<file path="src/ook_pulse_width_command_sender_assert.svh">
// Assertion macros for the on-off keyed command sender.
`ifndef OOK_PULSE_WIDTH_COMMAND_SENDER_ASSERT_SVH
`define OOK_PULSE_WIDTH_COMMAND_SENDER_ASSERT_SVH

// Condition in the same cycle implies the consequence.
`define OOKPW_ASSERT_NOW(label, clk, rst, ante, cons, msg) \
   label: assert property (@(posedge clk) disable iff (rst) (ante) |-> (cons)) \
      else $error(msg);

// Condition implies the consequence in the next cycle.
`define OOKPW_ASSERT_NEXT(label, clk, rst, ante, cons, msg) \
   label: assert property (@(posedge clk) disable iff (rst) (ante) |=> (cons)) \
      else $error(msg);

`endif

</file>
<file path="src/ookpw_pkg.sv">
// Shared constants, types and helper functions of the on-off keyed command sender.
`timescale 1ns / 1ps
`default_nettype none

package ookpw_pkg;

   localparam int COMMAND_BITS   = 15;
   localparam int DURATION_WIDTH = 16;

   localparam int BIT_IDX_W   = $clog2(COMMAND_BITS + 1);
   localparam int CMD_IDX_W   = $clog2(COMMAND_BITS);
   localparam int CFG_W       = 16;
   localparam int REPEAT_W    = 8;
   localparam int CSR_INDEX_W = 3;
   localparam int RAW_W       = 14;
   localparam int WIDE_W      = (COMMAND_BITS > RAW_W) ? COMMAND_BITS : RAW_W;
   localparam int LOAD_W      = (DURATION_WIDTH > CFG_W) ? DURATION_WIDTH : CFG_W;

   // Request opcodes
   localparam logic OP_TICK = 1'b0;
   localparam logic OP_SEND = 1'b1;

   // Configuration register indexes
   localparam logic [CSR_INDEX_W-1:0] REG_MARK       = 3'd0;
   localparam logic [CSR_INDEX_W-1:0] REG_ONE_SPACE  = 3'd1;
   localparam logic [CSR_INDEX_W-1:0] REG_ZERO_SPACE = 3'd2;
   localparam logic [CSR_INDEX_W-1:0] REG_PRE_HIGH   = 3'd3;
   localparam logic [CSR_INDEX_W-1:0] REG_PRE_LOW    = 3'd4;
   localparam logic [CSR_INDEX_W-1:0] REG_STOP_SPACE = 3'd5;
   localparam logic [CSR_INDEX_W-1:0] REG_REPEAT     = 3'd6;

   // Register reset values
   localparam logic [CFG_W-1:0]    MARK_RESET       = 16'd372;
   localparam logic [CFG_W-1:0]    ONE_SPACE_RESET  = 16'd1493;
   localparam logic [CFG_W-1:0]    ZERO_SPACE_RESET = 16'd498;
   localparam logic [CFG_W-1:0]    PRE_HIGH_RESET   = 16'd9201;
   localparam logic [CFG_W-1:0]    PRE_LOW_RESET    = 16'd2614;
   localparam logic [CFG_W-1:0]    STOP_SPACE_RESET = 16'd4850;
   localparam logic [REPEAT_W-1:0] REPEAT_RESET     = 8'd20;

   typedef struct packed {
      logic pin_level;
      logic busy_res;
      logic done_res;
      logic dropped;
   } rsp_type;

   // On word: bits 13 and 12 set, then mode, rotation, timer, speed.
   function automatic logic [COMMAND_BITS-1:0] build_word(
      input logic       power_on,
      input logic [3:0] speed,
      input logic [3:0] timer,
      input logic [1:0] rotation,
      input logic [1:0] mode
   );
      logic [WIDE_W-1:0] wide;
      wide = WIDE_W'({2'b11, mode, rotation, timer, speed});
      if (!power_on) begin
         wide = '0;
      end
      return wide[COMMAND_BITS-1:0];
   endfunction

   // Zero lasts one tick; saturate what the counter cannot hold.
   function automatic logic [DURATION_WIDTH-1:0] load_duration(input logic [CFG_W-1:0] v);
      logic [LOAD_W-1:0] v_wide;
      logic [LOAD_W-1:0] dmax_wide;
      logic [DURATION_WIDTH-1:0] res;
      v_wide    = LOAD_W'(v);
      dmax_wide = LOAD_W'({DURATION_WIDTH{1'b1}});
      if (v == '0) begin
         res = DURATION_WIDTH'(1);
      end else if (v_wide > dmax_wide) begin
         res = '1;
      end else begin
         res = v_wide[DURATION_WIDTH-1:0];
      end
      return res;
   endfunction

endpackage

`default_nettype wire

</file>
<file path="src/ook_pulse_width_command_sender.sv">
// Top level of the on-off keyed command sender: frame sequencer and output buffer.
`timescale 1ns / 1ps
`default_nettype none

// Every request gives exactly one result. A request with op = tick advances the pin
// timing by one microsecond; op = send loads a command frame when idle and is dropped
// (flagged in the result) when a transmission is running. Each request is handled in
// the cycle it is accepted and its result is registered and offered on rsp_, so one
// request per cycle is sustained while results are taken. Results land in a two-entry
// output buffer: req_ready drops only while both entries hold results that the result
// side has not taken. Registers are written through the csr_ port, which is always
// ready; write them only while no transmission is running.
`include "ook_pulse_width_command_sender_assert.svh"

module ook_pulse_width_command_sender (
   input  wire logic                                  clock,
   input  wire logic                                  reset,
   input  wire logic                                  req_valid,
   output logic                                       req_ready,
   input  wire logic                                  req_op,
   input  wire logic                                  req_power_on,
   input  wire logic [3:0]                            req_speed,
   input  wire logic [3:0]                            req_timer,
   input  wire logic [1:0]                            req_rotation,
   input  wire logic [1:0]                            req_mode,
   output logic                                       rsp_valid,
   input  wire logic                                  rsp_ready,
   output logic                                       rsp_pin_level,
   output logic                                       rsp_busy_res,
   output logic                                       rsp_done_res,
   output logic                                       rsp_dropped,
   input  wire logic                                  csr_valid,
   output logic                                       csr_ready,
   input  wire logic [ookpw_pkg::CSR_INDEX_W-1:0]     csr_index,
   input  wire logic [ookpw_pkg::CFG_W-1:0]           csr_data
);

   typedef enum logic [2:0] {
      PH_IDLE       = 3'd0,
      PH_PRE_HIGH   = 3'd1,
      PH_PRE_LOW    = 3'd2,
      PH_BIT_MARK   = 3'd3,
      PH_BIT_SPACE  = 3'd4,
      PH_STOP_MARK  = 3'd5,
      PH_STOP_SPACE = 3'd6
   } phase_type;

   // Configuration
   logic [ookpw_pkg::CFG_W-1:0]    mark_ff;
   logic [ookpw_pkg::CFG_W-1:0]    one_space_ff;
   logic [ookpw_pkg::CFG_W-1:0]    zero_space_ff;
   logic [ookpw_pkg::CFG_W-1:0]    pre_high_ff;
   logic [ookpw_pkg::CFG_W-1:0]    pre_low_ff;
   logic [ookpw_pkg::CFG_W-1:0]    stop_space_ff;
   logic [ookpw_pkg::REPEAT_W-1:0] repeat_ff;

   // Sequencer state
   phase_type                             phase_ff, phase_in;
   logic [ookpw_pkg::COMMAND_BITS-1:0]    command_word_ff, command_word_in;
   logic [ookpw_pkg::BIT_IDX_W-1:0]       bit_index_ff, bit_index_in;
   logic [ookpw_pkg::DURATION_WIDTH-1:0]  duration_ff, duration_in;
   logic [ookpw_pkg::REPEAT_W-1:0]        repeats_ff, repeats_in;

   // Output buffer
   ookpw_pkg::rsp_type out_ff, skid_ff, rsp_in;
   logic               out_valid_ff, skid_valid_ff;

   logic req_fire;
   logic rsp_pop;
   logic level;
   logic cur_bit;
   logic dur_expired;
   logic last_repeat;

   assign req_ready = !skid_valid_ff;
   assign req_fire  = req_valid && req_ready;
   assign rsp_valid = out_valid_ff;
   assign rsp_pop   = out_valid_ff && rsp_ready;
   assign csr_ready = 1'b1;

   assign rsp_pin_level = out_ff.pin_level;
   assign rsp_busy_res  = out_ff.busy_res;
   assign rsp_done_res  = out_ff.done_res;
   assign rsp_dropped   = out_ff.dropped;

   always_comb begin
      level = (phase_ff inside {PH_PRE_HIGH, PH_BIT_MARK, PH_STOP_MARK});
      if (bit_index_ff >= ookpw_pkg::BIT_IDX_W'(ookpw_pkg::COMMAND_BITS)) begin
         cur_bit = 1'b1;   // start bit
      end else begin
         cur_bit = command_word_ff[bit_index_ff[ookpw_pkg::CMD_IDX_W-1:0]];
      end
      dur_expired = (duration_ff == '0) || (duration_ff == ookpw_pkg::DURATION_WIDTH'(1));
      last_repeat = (repeats_ff == '0) || (repeats_ff == ookpw_pkg::REPEAT_W'(1));
   end

   always_comb begin
      phase_in        = phase_ff;
      command_word_in = command_word_ff;
      bit_index_in    = bit_index_ff;
      duration_in     = duration_ff;
      repeats_in      = repeats_ff;
      rsp_in          = '0;
      if (req_fire) begin
         if (req_op == ookpw_pkg::OP_SEND) begin
            if (phase_ff != PH_IDLE) begin
               rsp_in.dropped   = 1'b1;
               rsp_in.pin_level = level;
               rsp_in.busy_res  = 1'b1;
            end else begin
               command_word_in  = ookpw_pkg::build_word(req_power_on, req_speed, req_timer,
                                                        req_rotation, req_mode);
               repeats_in       = (repeat_ff == '0) ? ookpw_pkg::REPEAT_W'(1) : repeat_ff;
               bit_index_in     = '0;
               phase_in         = PH_PRE_HIGH;
               duration_in      = ookpw_pkg::load_duration(pre_high_ff);
               rsp_in.pin_level = 1'b1;
               rsp_in.busy_res  = 1'b1;
            end
         end else if (phase_ff != PH_IDLE) begin
            rsp_in.pin_level = level;
            rsp_in.busy_res  = 1'b1;
            if (duration_ff != '0) begin
               duration_in = duration_ff - ookpw_pkg::DURATION_WIDTH'(1);
            end
            if (dur_expired) begin
               case (phase_ff)
                  PH_PRE_HIGH: begin
                     phase_in    = PH_PRE_LOW;
                     duration_in = ookpw_pkg::load_duration(pre_low_ff);
                  end
                  PH_PRE_LOW: begin
                     bit_index_in = ookpw_pkg::BIT_IDX_W'(ookpw_pkg::COMMAND_BITS);
                     phase_in     = PH_BIT_MARK;
                     duration_in  = ookpw_pkg::load_duration(mark_ff);
                  end
                  PH_BIT_MARK: begin
                     phase_in    = PH_BIT_SPACE;
                     duration_in = ookpw_pkg::load_duration(cur_bit ? one_space_ff
                                                                    : zero_space_ff);
                  end
                  PH_BIT_SPACE: begin
                     if (bit_index_ff == '0) begin
                        phase_in = PH_STOP_MARK;
                     end else begin
                        bit_index_in = bit_index_ff - ookpw_pkg::BIT_IDX_W'(1);
                        phase_in     = PH_BIT_MARK;
                     end
                     duration_in = ookpw_pkg::load_duration(mark_ff);
                  end
                  PH_STOP_MARK: begin
                     phase_in    = PH_STOP_SPACE;
                     duration_in = ookpw_pkg::load_duration(stop_space_ff);
                  end
                  PH_STOP_SPACE: begin
                     if (repeats_ff != '0) begin
                        repeats_in = repeats_ff - ookpw_pkg::REPEAT_W'(1);
                     end
                     if (last_repeat) begin
                        phase_in        = PH_IDLE;
                        duration_in     = '0;
                        bit_index_in    = '0;
                        rsp_in.done_res = 1'b1;
                     end else begin
                        phase_in    = PH_PRE_HIGH;
                        duration_in = ookpw_pkg::load_duration(pre_high_ff);
                     end
                  end
                  default: begin
                     phase_in    = PH_IDLE;
                     duration_in = '0;
                  end
               endcase
            end
         end
      end
   end

   always_ff @(posedge clock) begin
      if (reset) begin
         mark_ff         <= ookpw_pkg::MARK_RESET;
         one_space_ff    <= ookpw_pkg::ONE_SPACE_RESET;
         zero_space_ff   <= ookpw_pkg::ZERO_SPACE_RESET;
         pre_high_ff     <= ookpw_pkg::PRE_HIGH_RESET;
         pre_low_ff      <= ookpw_pkg::PRE_LOW_RESET;
         stop_space_ff   <= ookpw_pkg::STOP_SPACE_RESET;
         repeat_ff       <= ookpw_pkg::REPEAT_RESET;
         phase_ff        <= PH_IDLE;
         command_word_ff <= '0;
         bit_index_ff    <= '0;
         duration_ff     <= '0;
         repeats_ff      <= '0;
         out_ff          <= '0;
         skid_ff         <= '0;
         out_valid_ff    <= 1'b0;
         skid_valid_ff   <= 1'b0;
      end else begin
         if (csr_valid && csr_ready) begin
            case (csr_index)
               ookpw_pkg::REG_MARK:       mark_ff       <= csr_data;
               ookpw_pkg::REG_ONE_SPACE:  one_space_ff  <= csr_data;
               ookpw_pkg::REG_ZERO_SPACE: zero_space_ff <= csr_data;
               ookpw_pkg::REG_PRE_HIGH:   pre_high_ff   <= csr_data;
               ookpw_pkg::REG_PRE_LOW:    pre_low_ff    <= csr_data;
               ookpw_pkg::REG_STOP_SPACE: stop_space_ff <= csr_data;
               ookpw_pkg::REG_REPEAT:     repeat_ff     <= csr_data[ookpw_pkg::REPEAT_W-1:0];
               default: begin
               end
            endcase
         end
         phase_ff        <= phase_in;
         command_word_ff <= command_word_in;
         bit_index_ff    <= bit_index_in;
         duration_ff     <= duration_in;
         repeats_ff      <= repeats_in;
         // Two-entry output buffer: skid holds a result while the output entry is stalled.
         if (skid_valid_ff) begin
            if (rsp_pop) begin
               out_ff        <= skid_ff;
               skid_valid_ff <= 1'b0;
            end
         end else if (req_fire) begin
            if (!out_valid_ff || rsp_pop) begin
               out_ff       <= rsp_in;
               out_valid_ff <= 1'b1;
            end else begin
               skid_ff       <= rsp_in;
               skid_valid_ff <= 1'b1;
            end
         end else if (rsp_pop) begin
            out_valid_ff <= 1'b0;
         end
      end
   end

   `OOKPW_ASSERT_NOW(a_skid_behind_out, clock, reset, skid_valid_ff, out_valid_ff,
      "skid entry holds a result while the output entry is empty")
   `OOKPW_ASSERT_NOW(a_active_has_time, clock, reset, phase_ff != PH_IDLE,
      duration_ff != '0, "active phase with no time left")
   `OOKPW_ASSERT_NOW(a_idle_index_clear, clock, reset, phase_ff == PH_IDLE,
      bit_index_ff == '0, "bit index not cleared while idle")
   `OOKPW_ASSERT_NEXT(a_done_goes_idle, clock, reset, req_fire && rsp_in.done_res,
      phase_ff == PH_IDLE, "done reported but sequencer still active")

endmodule

`default_nettype wire

</file>
<file path="config.mk">
export PLATFORM = sky130hd
export DESIGN_NAME = ook_pulse_width_command_sender
export DESIGN_NICKNAME = d
export VERILOG_FILES = /design/src/ookpw_pkg.sv /design/src/ook_pulse_width_command_sender.sv
export VERILOG_INCLUDE_DIRS = /design/src /design/src/src
export SDC_FILE = /design/constraint.sdc
export NUM_CORES = 1
export LEC_CHECK = 0
export BUFFER_PORTS_ARGS = -buffer_cell sky130_fd_sc_hd__buf_2
export CAP_MARGIN = 20
export CORE_MARGIN = 2
export CORE_UTILIZATION = 56
export CTS_CLUSTER_DIAMETER = 150
export DETAILED_ROUTE_END_ITERATION = 6
export GPL_ROUTABILITY_DRIVEN = 0
export HOLD_SLACK_MARGIN = 0.02
export PLACE_DENSITY = 0.77
export SYNTH_ARGS = -nofsm -noshare
export SYNTH_HDL_FRONTEND = slang
export SYNTH_SLANG_ARGS = --single-unit
</file>
<file path="constraint.sdc">
create_clock -name clock -period 2.8 [get_ports clock]
set_clock_uncertainty 0.05 [all_clocks]
set_input_delay 0.14 -clock clock [delete_from_list [all_inputs] [get_ports clock]]
set_output_delay 0.14 -clock clock [all_outputs]
set_load 0.005 [all_outputs]
</file>
# After elaboration in Yosys (flattened, before gate mapping)
# Index checks and enable logic that the tools add are counted.
[word_totals]
ff_bits = 160
input_bits = 38
[classes]
bitwise_logic = 3
n_lt_le_gt_ge = 7
reduce_logical = 46
n_eq_ne = 19
addsub = 3
muxes = 63
[ops]
columns = ["op", "n"]
rows = [
  ["$mux W16", 17],
  ["$logic_not A16 Y1", 6],
  ["$gt A16 B16 Y1 const B", 5],
  ["$pmux W16 S5", 1],
  ["$mux W8", 7],
  ["$mux W4", 10],
  ["$eq A3 B3 Y1 const B", 6],
  ["$mux W3", 6],
  ["$pmux W3 S6", 1],
  ["$eq A16 B1 Y1 const B", 1],
  ["$logic_not A8 Y1", 2],
  ["$mux W1", 16],
  ["$reduce_bool A16 Y1", 1],
  ["$sub A16 B1 Y16 const B", 1],
  ["$mux W14", 1],
  ["$reduce_and A2 Y1", 7],
  ["$reduce_bool A2 Y1", 7],
  ["$eq A3 B2 Y1 const B", 4],
  ["$pmux W4 S3", 1],
  ["$reduce_and A3 Y1", 4],
  ["$reduce_bool A3 Y1", 3],
  ["$eq A8 B1 Y1 const B", 1],
  ["$reduce_and A4 Y1", 2],
  ["$reduce_bool A8 Y1", 1],
  ["20 further kinds", 30],
]

# Depth between registers and ports, before layout
# Gate-level depths: netlist (run 1).
[depth]
ltp_word = 11
depth_mapped = 11

# Least setup slack after synthesis (run 1)
# Ideal clock, no wire load.
[synth_timing]
kind = "reg-to-reg"
startpoint = "register phase_ff[0]"
endpoint = "register duration_ff[15] (netlist bit)"
required_time_ps = 2691
path_buffers = 2
arrival_time_ps = 2664
path_stages_with_launch = 12
slack_ps = 27
setup_time_ps = 59
path_cell_list = "dfxtp_1 buf_2 nor3_1 inv_1 ha_1 or4b_1 clkbuf_1 nor2_1 nand4_1 or3_1 a31oi_1 a41o_1"
[synth_via]
elab_chain_len = 6
[synth_rtl]
columns = ["item", "line_no", "text"]
rows = [
  ["start: declaration", "ook_pulse_width_command_sender.sv:58", "phase_type phase_ff, phase_in;"],
  ["start signal: assignment", "ook_pulse_width_command_sender.sv:211", "phase_ff <= phase_in;"],
  ["$eq A3 B3 Y1 / $eq A3 B2 Y1 (equally long branches)", "ook_pulse_width_command_sender.sv:127", "case (phase_ff)"],
  ["$reduce_or A2 Y1 (no line)", "n/a", ""],
  ["$pmux W16 S5", "ook_pulse_width_command_sender.sv:127", ""],
  ["$mux W16", "ook_pulse_width_command_sender.sv:126", "if (dur_expired) begin"],
  ["$mux W16", "ook_pulse_width_command_sender.sv:120", "end else if (phase_ff != PH_IDLE) begin"],
  ["$mux W16", "ook_pulse_width_command_sender.sv:105", "if (req_op == ookpw_pkg::OP_SEND) begin"],
  ["end signal: assignment", "ook_pulse_width_command_sender.sv:214", "duration_ff <= duration_in;"],
  ["end: declaration", "ook_pulse_width_command_sender.sv:61", "logic [ookpw_pkg::DURATION_WIDTH-1:0] duration_ff, duration_in;"],
]
# Several ways; a longest one is shown, not always the timed one. The select of a mux whose other input is x is not followed.
# A chain may end at the register's enable or synchronous reset.

# Final worst setup path (run 1)
[layout_timing]
startpoint = "register bit_index_ff[2] (netlist bit)"
endpoint = "register duration_ff[4] (netlist bit)"
[layout_via]
elab_chain_len = 11
[layout_rtl]
columns = ["item", "line_no", "text"]
rows = [
  ["start: declaration", "ook_pulse_width_command_sender.sv:60", "logic [ookpw_pkg::BIT_IDX_W-1:0] bit_index_ff, bit_index_in;"],
  ["start signal: assignment", "ook_pulse_width_command_sender.sv:213", "bit_index_ff <= bit_index_in;"],
  ["$bmux W1 S4", "ook_pulse_width_command_sender.sv:91", "cur_bit = command_word_ff[bit_index_ff[ookpw_pkg::CMD_IDX_W-1:0]];"],
  ["$mux W1 (implied by the code)", "ook_pulse_width_command_sender.sv:91", ""],
  ["$mux W1 (*)", "ook_pulse_width_command_sender.sv:88", "if (bit_index_ff >= ookpw_pkg::BIT_IDX_W'(ookpw_pkg::COMMAND_BITS)) begin"],
  ["$mux W16 (*)", "ook_pulse_width_command_sender.sv:139", "duration_in = ookpw_pkg::load_duration(cur_bit ? one_space_ff"],
  ["$gt A16 B16 Y1", "ookpw_pkg.sv:73", "end else if (v_wide > dmax_wide) begin"],
  ["$mux W16", "ookpw_pkg.sv:73", ""],
  ["$mux W16 (*)", "ookpw_pkg.sv:71", "if (v == '0) begin"],
  ["$pmux W16 S5 (*)", "ook_pulse_width_command_sender.sv:127", ""],
  ["$mux W16 (*)", "ook_pulse_width_command_sender.sv:126", ""],
  ["$mux W16 (*)", "ook_pulse_width_command_sender.sv:120", ""],
  ["$mux W16 (*)", "ook_pulse_width_command_sender.sv:105", ""],
]
# Mark *: on every way between the ends. The rest lies on a longest branch, timed or not. The select of a mux whose other input is x is not followed.

==> results of run 1 <==
critical path: stages, from the launching register on:
cell     delay [ns]
dfxtp_1        0.52
mux2i_1        0.15
mux4_2         0.55
or2_0          0.41
nand2_2        0.28
mux2i_1        0.42
o21ai_0        0.14
per-stage QoR:
step / util (%) / hold WS [ns] / std cells / setup slack (ns)
final: 66.6 / 0.0390 / 1355 / 0.158
after global routing: 66.6 / 0.0537 / 1355 / 0.0187
after CTS: 66.6 / 0.0373 / 1355 / 0.197
after detailed placement: 60.3 / 0.311 / 1289 / 0.209
after global placement: 60.3 / 0.310 / 1289 / 0.215
after floorplan: - / 0.190 / 1094 / 0.0265
how the worst max path moves through the flow:
stage / cells past startpoint / startpoint / endpoint / slack, ns
2_1_floorplan: 11 / phase_ff[0] / duration_ff[15] / 0.03
3_3_place_gp: 6 / bit_index_ff[2] / duration_ff[3] / 0.21
3_5_place_dp: 6 / bit_index_ff[2] / duration_ff[3] / 0.21
4_1_cts: 6 / bit_index_ff[2] / duration_ff[3] / 0.20
5_1_grt: 9 / phase_ff[0] / duration_ff[10] / 0.02
6_report: 6 / bit_index_ff[2] / duration_ff[4] / 0.16
cells in the final DEF (no fill, tap or decap), types with 8 or more instances in the layout:
| cell type | instances |
|---|---|
| nand2_1 | 268 |
| dfxtp_1 | 158 |
| a21oi_1 | 117 |
| nor2_1 | 70 |
| nand3b_1 | 43 |
| buf_2 | 42 |
| buf_4 | 35 |
| dlygate4sd3_1 | 34 |
| nand3_1 | 33 |
| nor4_1 | 33 |
| o21ai_0 | 31 |
| mux2i_1 | 26 |
| nor3_1 | 21 |
| clkbuf_16 | 17 |
| inv_1 | 16 |
| nand2b_1 | 14 |
| a31oi_1 | 11 |
| a211oi_1 | 11 |
| ha_1 | 11 |
| or3_1 | 10 |
| nand4_1 | 10 |
| and3_1 | 8 |
kinds of logic (layout without fill, tap and decap cells):
family | after synthesis | after routing | share of synthesized area [%]
AO/OA/AOI/OAI | 261 | 261 | 20.2
XOR/XNOR | 2 | 2 | 0.212
adder cells (fa/ha/maj) | 11 | 11 | 1.67
buffers and inverters | 84 | 161 | 4.04
flip-flops | 158 | 158 | 38.3
multiplexers | 30 | 30 | 3.83
other | 1 | 1 | 0.0454
AND/OR/NAND/NOR | 547 | 547 | 31.7
registers in the layout, indices dropped and copies added, names as in the netlist, 3 cells and up:
register / flops
stop_space_ff: 16
repeats_ff: 8
pre_high_ff: 16
phase_ff: 3
bit_index_ff: 4
mark_ff: 16
pre_low_ff: 16
skid_ff: 4
command_word_ff: 13
one_space_ff: 16
repeat_ff: 8
duration_ff: 16
zero_space_ff: 16
timing repair:
item | 4_1_cts | 5_1_grt
gates resized for setup | 0 | 2
hold buffers | 34 | 0
endpoints found under the hold margin | 94 | 0
endpoints found under the setup margin | 0 | 2
buffers inserted | 0 | 0
area by class of cell:
| cell class | count | area (µm²) |
|---|---|---|
| clock buffer | 18 | 439 |
| clock inverter | 14 | 123 |
| fill | 1209 | 4830 |
| inverter | 16 | 60.1 |
| multi-input combinational | 852 | 4780 |
| sequential | 158 | 3160 |
| tap | 184 | 230 |
| timing repair buffer | 113 | 853 |
metal layers:
metal | routed length (µm) | vias to the layer above
met3 | 2700 | 95
met2 | 11500 | 530
met5 | 0 | -
met1 | 11100 | 3946
met4 | 1030 | 0
li1 | - | 4042
power groups by stage:
stage / clock [mW] / sequential, mW / combinational (mW)
5_1_grt: 2.34 / 2.44 / 1.11
6_report: 2.24 / 2.43 / 1.03
4_1_cts: 2.24 / 2.43 / 0.994
3_5_place_dp: 0 / 2.48 / 0.952
3_3_place_gp: 0 / 2.48 / 0.948
2_1_floorplan: 0 / 2.44 / 0.661
==> out/summary.txt, run 1 <==
Clock latency on the worst-skew pair -> 0.44 ns
Post-DP HPWL -> 17900 µm
Core area -> 0.0145 mm²
Final period util -> 94.4%
Ys async rst share -> 0%
Post-placement cell area -> 0.00874 mm²
Synthesized area per cell -> 7.55 µm²
Setup TNS -> 0 ns
Setup crit end kind -> register
Primary FF master, synth -> dfxtp_1
Register area share after synthesis -> 38.3%
Power, Total -> 5.70 mW
Met2 usage -> 49.5%
Hold Path Origin -> csr_data[4]
Worst-path clk slew -> 0.07 ns
Sequential share of power -> 42.7%
VDD IR max -> 0.487 mV
Slew Viols, Final -> 0
Highest clock rate -> 0.378 GHz
H-Tree Depth -> 4
Fin nets -> 1207
CTS buffer count -> 17
CTS tree -> done
Yosys top cell by area -> dfxtp_1
Drt via density -> 6.36
Endpoints failing hold -> 0
Cell variety after synth -> 72
Row count -> 44
Final setup viols -> 0
Max Root-Sink Buffers -> 2
Crit path DAT -> 2.91 ns
Net Sw Power -> 1.78 mW
Global Route met1 Usage -> 47.2%
Final WL -> 26300 µm
GRT Residual Overflow -> 0
Drt first pass iters -> 7
Status -> finished, violations left
Largest net degree at the start of global routing -> 98
Clock power share -> 39.3%
Reg2Reg Capture Point -> duration_ff[4]
DIE AREA -> 0.0157 mm²
Worst hold path endpoint -> mark_ff[4]
P_int -> 3.92 mW
Final Critical Period -> 2.64 ns
Inserted Diodes -> 0
Mapped Area -> 0.00826 mm²
Worst Path Class, Setup -> register to register
RSZ-0062 raised after global routing -> false
Layout cell share with drive strength beyond 1 -> 11.1%
First-pass GRT wire length -> 42600 µm
YS warnings -> 0
Cells after Synth -> 1094
Logic pwr share -> 18.0%
Vias post-DR -> 8613
Overall routing resource usage -> 33.4%
Area Growth Syn to Fin -> 16.8%
Vias in the first global route -> 7945
Area share of the largest cell type after synthesis -> 38.3%
Starting density of the core -> 57.1%
DR DRC count -> 1
CP Launch Type -> register
Number of flops mapped to enable cells by yosys -> 0
Port Buffer Count -> 43
Rel. slew slack -> 49.7%
Max Cap Viol -> 0
Most Used Layer, Global Route -> met2
Hold path depth -> 3
Reg2reg start -> bit_index_ff[2]
Wire per inst -> 19.4 µm
Most numerous cell in the Yosys netlist -> nand2_1
First-iteration detailed-routing DRC count -> 1412
Top cells by count, synth -> nand2_1, dfxtp_1, a21oi_1
Leak -> 3.58 nW
Design area -> 0.00965 mm²
Failing checks -> DRC
Worst Hold Class -> primary input to register
Tightest Pin Transition -> 0.752 ns
Ports -> 45
Worst-path maximum fanout -> 8
GR Layer Usage met3 -> 7.15%
Worst reg2reg setup slack -> 0.16 ns
Synth top area cells -> dfxtp_1, nand2_1, a21oi_1
Critical Path RT -> 3.06 ns
Net Sw Frac -> 31.3%
Antenna viol nets, final -> 0
Mapped Nets -> 1143
Synth Register Bits -> 158
Die W -> 125 µm
Clk root buf -> clkbuf_16
Clock sink total -> 158
Initial antenna violation count -> 0
Power Density -> 591 mW/mm²
Die Height -> 125 µm
R2R cell count -> 6
Power figures use the tool's default switching activity.
==> run 2, diff against run 1 <==
--- a/config.mk
+++ b/config.mk
@@ -9,12 +9,12 @@
 export BUFFER_PORTS_ARGS = -buffer_cell sky130_fd_sc_hd__buf_2
 export CAP_MARGIN = 20
 export CORE_MARGIN = 2
-export CORE_UTILIZATION = 56
+export CORE_UTILIZATION = 66
 export CTS_CLUSTER_DIAMETER = 150
 export DETAILED_ROUTE_END_ITERATION = 6
 export GPL_ROUTABILITY_DRIVEN = 0
 export HOLD_SLACK_MARGIN = 0.02
-export PLACE_DENSITY = 0.77
+export PLACE_DENSITY = 0.9
 export SYNTH_ARGS = -nofsm -noshare
 export SYNTH_HDL_FRONTEND = slang
 export SYNTH_SLANG_ARGS = --single-unit
==> constraint.sdc (replaced) <==
create_clock -name clock -period 3.4 [get_ports clock]
set_clock_uncertainty 0.05 [all_clocks]
set_input_delay 0.17 -clock clock [delete_from_list [all_inputs] [get_ports clock]]
set_output_delay 0.17 -clock clock [all_outputs]
set_load 0.005 [all_outputs]
==> out/summary.txt, run 2 (synthesis results as in run 1) <==
Die Height -> 116 µm (-7.6%)
Hold_buf cts -> 18 (-47%)
Number of setup buffers added after CTS -> 0 (unchanged)
Crit path DAT -> 3.22 ns (+0.31 ns)
Reg2reg start -> phase_ff[1]
Post-CTS sizing -> 0 (unchanged)
Antenna viol nets, final -> 0 (unchanged)
Pre-CTS WS -> 0.558 ns (+0.349 ns)
VDD IR max -> 0.404 mV (-17%)
Initial antenna violation count -> 0 (unchanged)
Net Sw Power -> 1.37 mW (-23%)
CTS tree -> done
Hold path depth -> 3 (unchanged)
Port Buffer Count -> 43 (unchanged)
Drt via density -> 6.82 (+7.3%)
First-iteration detailed-routing DRC count -> 1525 (+8.0%)
Power, Total -> 4.87 mW (-15%)
First-pass GRT wire length -> 40800 µm (-4.1%)
Wire per inst -> 20.0 µm (+3.1%)
Reg2Reg Capture Point -> duration_ff[10]
H-Tree Depth -> 4 (unchanged)
Clock power share -> 42.1% (+2.8 points)
Commonest non-fill, non-tap cells in the layout -> nand2_1, dfxtp_1, a21oi_1
Highest clock rate -> 0.342 GHz (-9.6%)
Overall routing resource usage -> 39.2% (+5.8 points)
Leak -> 3.46 nW (-3.1%)
Vias in the first global route -> 7721 (-2.8%)
Worst reg2reg setup slack -> 0.48 ns (+0.32 ns)
Max Root-Sink Buffers -> 2 (unchanged)
Fin cells -> 1306 (-3.6%)
Post-DP HPWL -> 17100 µm (-4.5%)
R2R cell count -> 9 (+3)
CP Launch Type -> register
Worst Path Class, Setup -> register to register
DR DRC count -> 16 (+15)
Critical Path RT -> 3.70 ns (+0.64 ns)
Ports -> 45 (unchanged)
DIE AREA -> 0.0134 mm² (-15%)
Power Density -> 519 mW/mm² (-12%)
Die W -> 116 µm (-7.6%)
CTS buffer count -> 17 (unchanged)
Final worst setup slack -> 0.479 ns (+0.321 ns)
Layout cell share with drive strength beyond 1 -> 9.58% (-1.5 points)
Fin nets -> 1176 (-2.6%)
Setup TNS -> 0 ns (unchanged)
Area Growth Syn to Fin -> 13.6%
Failing checks -> DRC
Starting density of the core -> 68.2% (+11 points)
Clk root buf -> clkbuf_16
Max Cap Viol -> 0 (unchanged)
Clock sink total -> 158 (unchanged)
Design area -> 0.00939 mm² (-2.7%)
Util after Layout -> 77.5% (+11 points)
Core area -> 0.0121 mm² (-16%)
Clock latency on the worst-skew pair -> 0.43 ns (about the same)
Post-placement cell area -> 0.00857 mm² (-1.9%)
Logic pwr share -> 16.7% (-1.3 points)
Worst Hold Class -> primary input to register
Endpoints failing hold -> 0 (unchanged)
Worst-path clk slew -> 0.06 ns (about the same)
Final period util -> 85.9% (-8.4 points)
Drt first pass iters -> 7 (unchanged)
Sequential share of power -> 41.2% (-1.5 points)
Worst-path maximum fanout -> 17 (+9)
GRT Residual Overflow -> 0 (unchanged)
Net Sw Frac -> 28.1% (-3.2 points)
Commonest non-fill, non-tap cell in the layout -> nand2_1
Final WL -> 26100 µm (-0.67%)
Setup crit end kind -> register
Slew Viols, Final -> 0 (unchanged)
RSZ-0062 raised after global routing -> false
Status -> finished, violations left
Row count -> 40 (-9.1%)
Vias post-DR -> 8911 (+3.5%)
Final Critical Period -> 2.92 ns (+0.279 ns)
Worst hold path endpoint -> zero_space_ff[9]
Final setup viols -> 0 (unchanged)
Tightest Pin Transition -> 1.10 ns (+0.349 ns)
Rel. slew slack -> 26.3% (-23 points)
Hold Path Origin -> csr_data[9]
Placed cell count -> 1257 (-2.5%)
Worst hold slack -> 0.0395 ns (+0.000477 ns)
P_int -> 3.50 mW (-11%)
Largest net degree at the start of global routing -> 94 (-4.1%)
Inserted Diodes -> 0 (unchanged)
run 2: area by class of cell:
cell class / instances / area [µm²]
fillers: 863 / 2720
well taps: 168 / 210
clock inverters: 8 / 155
clock buffers: 22 / 474
repair buffers: 82 / 556
inverters: 16 / 60.1
multi-input cells: 852 / 4770
flip-flops and latches: 158 / 3160
run 2: critical path, stage by stage, from the launching register on:
cell,delay (ns)
dfxtp_1,0.44
nor3_1,0.32
inv_1,0.07
ha_1,0.23
or4b_1,0.58
buf_4,0.23
nor2_1,0.16
nand4_1,0.20
o32a_1,0.40
a31oi_1,0.17
run 2: how the worst max path moves through the flow:
stage                      from              end  slack [ns]
global placement    phase_ff[1]  duration_ff[10]        0.65
global route        phase_ff[1]  duration_ff[14]        0.33
detailed placement  phase_ff[1]  duration_ff[10]        0.56
floorplan           phase_ff[0]  duration_ff[15]        0.63
finish              phase_ff[1]  duration_ff[10]        0.48
CTS                 phase_ff[1]  duration_ff[10]        0.53
run 2: per-layer routing:
metal | routed length, µm | up-vias | track usage [%]
met5 | 0 | - | 0
met4 | 1420 | 0 | 20.6
met3 | 3450 | 150 | 11.8
met2 | 11200 | 686 | 57.5
met1 | 10000 | 4093 | 52.1
li1 | - | 3982 | -
run 2: power by group through the flow:
| stage | Sequential (mW) | Clock (mW) | Combinational [mW] |
|---|---|---|---|
| 2_1_floorplan | 2.01 | 0 | 0.544 |
| 3_3_place_gp | 2.04 | 0 | 0.738 |
| 3_5_place_dp | 2.04 | 0 | 0.749 |
| 4_1_cts | 2.00 | 2.04 | 0.778 |
| 5_1_grt | 2.01 | 2.13 | 0.874 |
| 6_report | 2.01 | 2.05 | 0.812 |
